## src/hw/rtl/kps_pkg.sv

```systemverilog
package kps_pkg;

    localparam int CordicSteps = 30;
    localparam logic signed [33:0] CordicInvGain = 34'sh026DD3B6A;

    localparam logic [2:0] REG_SIZE_X  = 3'd0;
    localparam logic [2:0] REG_SIZE_Y  = 3'd1;
    localparam logic [2:0] REG_SIZE_Z  = 3'd2;
    localparam logic [2:0] REG_STEP_X  = 3'd3;
    localparam logic [2:0] REG_STEP_Y  = 3'd4;
    localparam logic [2:0] REG_STEP_Z  = 3'd5;

    localparam logic [12:0] MaxSize = 13'd4096;

    // x, y carry Q1.30 values with growth headroom; z is the signed residue angle
    typedef struct packed {
        logic signed [33:0] x;
        logic signed [33:0] y;
        logic signed [32:0] z;
        logic [1:0]         quad;
        logic signed [31:0] re;
        logic signed [31:0] im;
    } cordic_beat_t;

    function automatic logic [31:0] atan_turns(input int i);
        logic [31:0] t;
        begin
            case (i)
                0:  t = 32'h20000000;  1:  t = 32'h12E4051E;
                2:  t = 32'h09FB385B;  3:  t = 32'h051111D4;
                4:  t = 32'h028B0D43;  5:  t = 32'h0145D7E1;
                6:  t = 32'h00A2F61E;  7:  t = 32'h00517C55;
                8:  t = 32'h0028BE53;  9:  t = 32'h00145F2F;
                10: t = 32'h000A2F98;  11: t = 32'h000517CC;
                12: t = 32'h00028BE6;  13: t = 32'h000145F3;
                14: t = 32'h0000A2FA;  15: t = 32'h0000517D;
                16: t = 32'h000028BE;  17: t = 32'h0000145F;
                18: t = 32'h00000A30;  19: t = 32'h00000518;
                20: t = 32'h0000028C;  21: t = 32'h00000146;
                22: t = 32'h000000A3;  23: t = 32'h00000051;
                24: t = 32'h00000029;  25: t = 32'h00000014;
                26: t = 32'h0000000A;  27: t = 32'h00000005;
                28: t = 32'h00000003;  29: t = 32'h00000001;
                default: t = 32'h0;
            endcase
            return t;
        end
    endfunction

endpackage

```

## src/hw/rtl/kps_phase.sv

```systemverilog
// Signed frequency index, phase products, and the phase sum: three stages.
module kps_phase import kps_pkg::*; (
    input  logic               aclk,
    input  logic               aresetn,
    input  logic               adv,
    input  logic               in_valid,
    input  logic [11:0]        index_x,
    input  logic [11:0]        index_y,
    input  logic [11:0]        index_z,
    input  logic signed [31:0] in_re,
    input  logic signed [31:0] in_im,
    input  logic [12:0]        size_x,
    input  logic [12:0]        size_y,
    input  logic [12:0]        size_z,
    input  logic [31:0]        step_x,
    input  logic [31:0]        step_y,
    input  logic [31:0]        step_z,
    output logic [2:0]         valid_o,
    output cordic_beat_t       beat_o
);

    function automatic logic signed [13:0] sidx(input logic [11:0] idx,
                                                input logic [12:0] size);
        logic [12:0] sz;
        begin
            sz = (size > MaxSize) ? MaxSize : size;
            if ({1'b0, idx} <= (sz >> 1))
                return $signed({2'b00, idx});
            return $signed({2'b00, idx}) - $signed({1'b0, sz});
        end
    endfunction

    logic [2:0]         vld_reg;
    logic signed [13:0] k_reg [3];
    logic [31:0]        p_reg [3];
    logic [31:0]        a_reg;
    logic signed [31:0] re_reg [3];
    logic signed [31:0] im_reg [3];

    always_ff @(posedge aclk) begin
        if (!aresetn) begin
            vld_reg <= '0;
        end else if (adv) begin
            vld_reg <= {vld_reg[1:0], in_valid};
        end
    end

    always_ff @(posedge aclk) begin
        if (adv) begin
            k_reg[0]  <= sidx(index_x, size_x);
            k_reg[1]  <= sidx(index_y, size_y);
            k_reg[2]  <= sidx(index_z, size_z);
            re_reg[0] <= in_re;
            im_reg[0] <= in_im;
            // low 32 bits of a two's complement product are sign agnostic
            p_reg[0]  <= 32'({{18{k_reg[0][13]}}, k_reg[0]} * step_x);
            p_reg[1]  <= 32'({{18{k_reg[1][13]}}, k_reg[1]} * step_y);
            p_reg[2]  <= 32'({{18{k_reg[2][13]}}, k_reg[2]} * step_z);
            re_reg[1] <= re_reg[0];
            im_reg[1] <= im_reg[0];
            a_reg     <= 32'd0 - (p_reg[0] + p_reg[1] + p_reg[2]);
            re_reg[2] <= re_reg[1];
            im_reg[2] <= im_reg[1];
        end
    end

    logic [1:0]  q;
    logic [31:0] ru;
    assign q  = 2'((a_reg + 32'h20000000) >> 30);
    assign ru = a_reg - {q, 30'd0};

    assign valid_o     = vld_reg;
    assign beat_o.x    = CordicInvGain;
    assign beat_o.y    = '0;
    assign beat_o.z    = $signed({ru[31], ru});
    assign beat_o.quad = q;
    assign beat_o.re   = re_reg[2];
    assign beat_o.im   = im_reg[2];

endmodule

```

## config.mk

```make
export PLATFORM = sky130hd
export DESIGN_NAME = kps_phase
export DESIGN_NICKNAME = d
export VERILOG_FILES = /design/src/hw/rtl/kps_pkg.sv /design/src/hw/rtl/kps_phase.sv
export SDC_FILE = /design/constraint.sdc
export NUM_CORES = 2
export LEC_CHECK = 0
export ABC_AREA = 1
export BUFFER_PORTS_ARGS = -buffer_cell sky130_fd_sc_hd__buf_2
export CAP_MARGIN = 20
export CORE_MARGIN = 2
export CORE_UTILIZATION = 30
export CTS_BUF_LIST = sky130_fd_sc_hd__clkbuf_8
export DETAILED_ROUTE_END_ITERATION = 16
export PLACE_DENSITY = 0.49
export SLEW_MARGIN = 40
export SYNTH_ARGS = -nofsm -noshare
export SYNTH_HDL_FRONTEND = slang
export SYNTH_SLANG_ARGS = --single-unit
```

## constraint.sdc

```tcl
create_clock -name aclk -period 5.96 [get_ports aclk]
set_input_delay 0.894 -clock aclk [delete_from_list [all_inputs] [get_ports aclk]]
set_output_delay 0.894 -clock aclk [all_outputs]
set_load 0.1 [all_outputs]
```

==> results.md <==
* Status: finished clean
* Io pins at 409
* Met1 Track Usage GR at 0.210
* Post-synthesis sequential area ratio at 0.205
* Syn Std Cell Area at 53,400 um2
* Routed wire length at 144 mm
* First-pass GRT wire length at 231 mm
* Hold path start: in_im[2]
* Chip width at 426 um
* Startpoint class of the critical path: flop
* R2r setup slk at 230 ps
* YS warnings at 0
* Detailed Place HPWL at 122 mm
* Post-synth EDFFs at 362
* Routed via count at 40,500
* H-Tree Depth at 3
* IO Port Bufs at 340
* Period utilization at 0.962
* Post-synth ARST share at 0
* Die area at 181,000 um2
* Min-Delay Path Class: input pin to flop
* Max Slew Vio Count at 0
* Hold Path Stages at 1
* DR pass1 iterations at 5
* NumNets Final at 8,409
* Max Cap Violations at 0
* GR Util met3 at 0.0217
* GRT Total Usage at 0.162
* RD Place Congestion at 0.890
* Area growth from synthesis to layout at 16.2%
* Period minus WS final at 5730 ps
* Yosys cell types at 49
* CTS Root Cell: clkbuf_8
* Post-layout util at 0.351
* Top delay family on crit path: adder cells
* Met2 Usage GRT at 0.281
* Worst-Margin Slew at 816 ps
* Top_reg_cell synth: edfxtp_1
* GRT overflow at 0
* CTS tree: built
* FF+latch count, synth at 365
* Drt drc at 0
* Vias in the first global route at 42,400
* Core area at 176,000 um2
* Sink Count at 365
* Clock buffer count from CTS at 74
* Initial Utilization at 0.303
* Reg2Reg Launch Point: k_reg[0][41]
* Via density per instance at 4.34
* Setup violations, final at 0
* R2r endpoint: p_reg[0][95]
* Fmax at 0.174 GHz
* Final Hold Vio Count at 0
* Cells along the critical path: clkinvlp_4, buf_12, or2_2, fa_1, inv_1, fa_1, inv_1, fa_1, inv_1, fa_1, fa_1, inv_1, fa_1, inv_1, ha_1, nand2_2, nor3_4, nand2_1, nor2_1, nand2_1, nand3_1, inv_1, nand2_1, nand2_1
* Avg Cell Area, Syn at 8.41 um2
* Slew headroom at 0.456
* Clk slew on worst S/H paths at 50 ps
* Later-pin clock latency in the skew report at 740 ps
* Arrival time worst endpoint at 6190 ps
* Slowest Stage Delay on Critical Path at 540 ps
* Critical path type: flop to flop
* Worst Hold Path EP: im_reg[0][2]
* Crit end category: flop
* Worst-case clock skew at 45.0 ps
* Post-synthesis cell count at 6,350
* Detail Route Antenna Nets at 0
* Rows at 154
* Slowest cell on the critical path: fa_1
* Top Usage Layer GRT: met2
* Iteration-0 DRC Markers at 2,062
* Total negative slack at 0 ps
* CP max FO at 5
* Layout cell share with drive strength beyond 1 at 0.139
* Hold WS at 335 ps
* Clock Path Buffers at 3
* Drt wl/cell at 15.5 um
* Largest net degree at the start of global routing at 129
* Die Ht at 426 um
* WP buf/inv at 8
* Initial antenna violation count at 17
* Worst reg-to-reg path cell count at 24
* Required time worst endpoint at 6420 ps
cell families (layout without fill, tap and decap cells):
| family | after synthesis | in the layout | share of synthesized area |
|---|---|---|---|
| buffers and inverters | 2118 | 2680 | 0.161 |
| and+or+nand+nor | 2096 | 2096 | 0.158 |
| adders and majority gates | 1247 | 1247 | 0.412 |
| AOI/OAI and AO/OA | 387 | 387 | 0.0419 |
| DFF | 365 | 365 | 0.205 |
| xor gates and xnor gates | 135 | 135 | 0.0221 |
| other | 2 | 75 | 0.000141 |
worst register-to-register path, stage by stage, from the launching register on:
cell and delay (ps):
edfxtp_1 390, clkinvlp_4 140, buf_12 150, or2_2 280
fa_1 490, inv_1 50, fa_1 480, inv_1 50
fa_1 490, inv_1 50, fa_1 450, fa_1 490
inv_1 50, fa_1 540, inv_1 60, ha_1 380
nand2_2 120, nor3_4 170, nand2_1 140, nor2_1 130
nand2_1 100, nand3_1 110, inv_1 50, nand2_1 50
nand2_1 90
timing repair:
action / CTS / global route
hold buffers: 0 / 0
setup buffers: 2 / 16
pin swaps: 0 / 2
gates cloned: 0 / 1
endpoints found under the hold margin: 0 / 0
setup endpoints to repair: 2 / 22
resized for setup: 1 / 24
placed cells by master (no fill, tap or decap), types with 33 or more instances in the layout:
cell type / instances
a21oi_1: 178
buf_12: 52
buf_2: 339
buf_4: 391
clkbuf_8: 74
conb_1: 68
edfxtp_1: 362
fa_1: 853
ha_1: 390
inv_1: 1768
nand2_1: 1601
nand3_1: 159
nand4_1: 33
nor2_1: 202
o21ai_0: 91
xnor2_1: 39
xor2_1: 95
metal layers:
metal,vias up,part of all wire
li1,19600,-
met1,19800,0.44
met2,831,0.49
met3,190,0.040
met4,12,0.025
met5,-,0.00049
Yosys cell counts (33+ instances only):
cell      number  share of area
inv_1       1755           0.12
nand2_1     1605           0.11
fa_1         853           0.32
ha_1         394          0.092
edfxtp_1     362           0.20
nor2_1       205          0.014
a21oi_1      180          0.017
buf_4        168          0.024
nand3_1      159          0.015
clkbuf_1     149          0.010
xor2_1        96          0.016
o21ai_0       93         0.0087
xnor2_1       39         0.0064
nand4_1       33         0.0039
cell type report:
type / instances / area [um2]
Timing Repair Buffer: 785 / 5720
Antenna cell: 7 / 17.5
Multi-Input combinational cell: 3933 / 34200
Inverter: 1764 / 6630
Sequential cell: 365 / 10900
Clock inverter: 57 / 571
Tap cell: 2340 / 2930
Clock buffer: 74 / 1020
Fill cell: 18500 / 114000
worst max path at each step:
stage	startpoint	endpoint	slack [ps]	cells after the start
after floorplan	step_z[7]	p_reg[0][86]	140	23
after global placement	step_z[16]	p_reg[0][93]	-490	21
after detailed placement	step_z[18]	p_reg[0][93]	-430	20
after CTS	k_reg[0][36]	p_reg[0][93]	90	23
after global routing	k_reg[0][41]	p_reg[0][95]	-10	24
final	k_reg[0][41]	p_reg[0][95]	230	24
metrics by stage:
step	instance area, um2	std cells	worst slack (ps)
after floorplan	53600	6416	145
after global placement	60100	9169	-486
after detailed placement	60100	9169	-430
after CTS	61700	9302	91.2
after global routing	62000	9324	-10.9
final	62000	9325	228
Power is left out: the tool's default activity adds up to more than one toggle a clock period on the data nets, which glitch-free logic cannot reach.
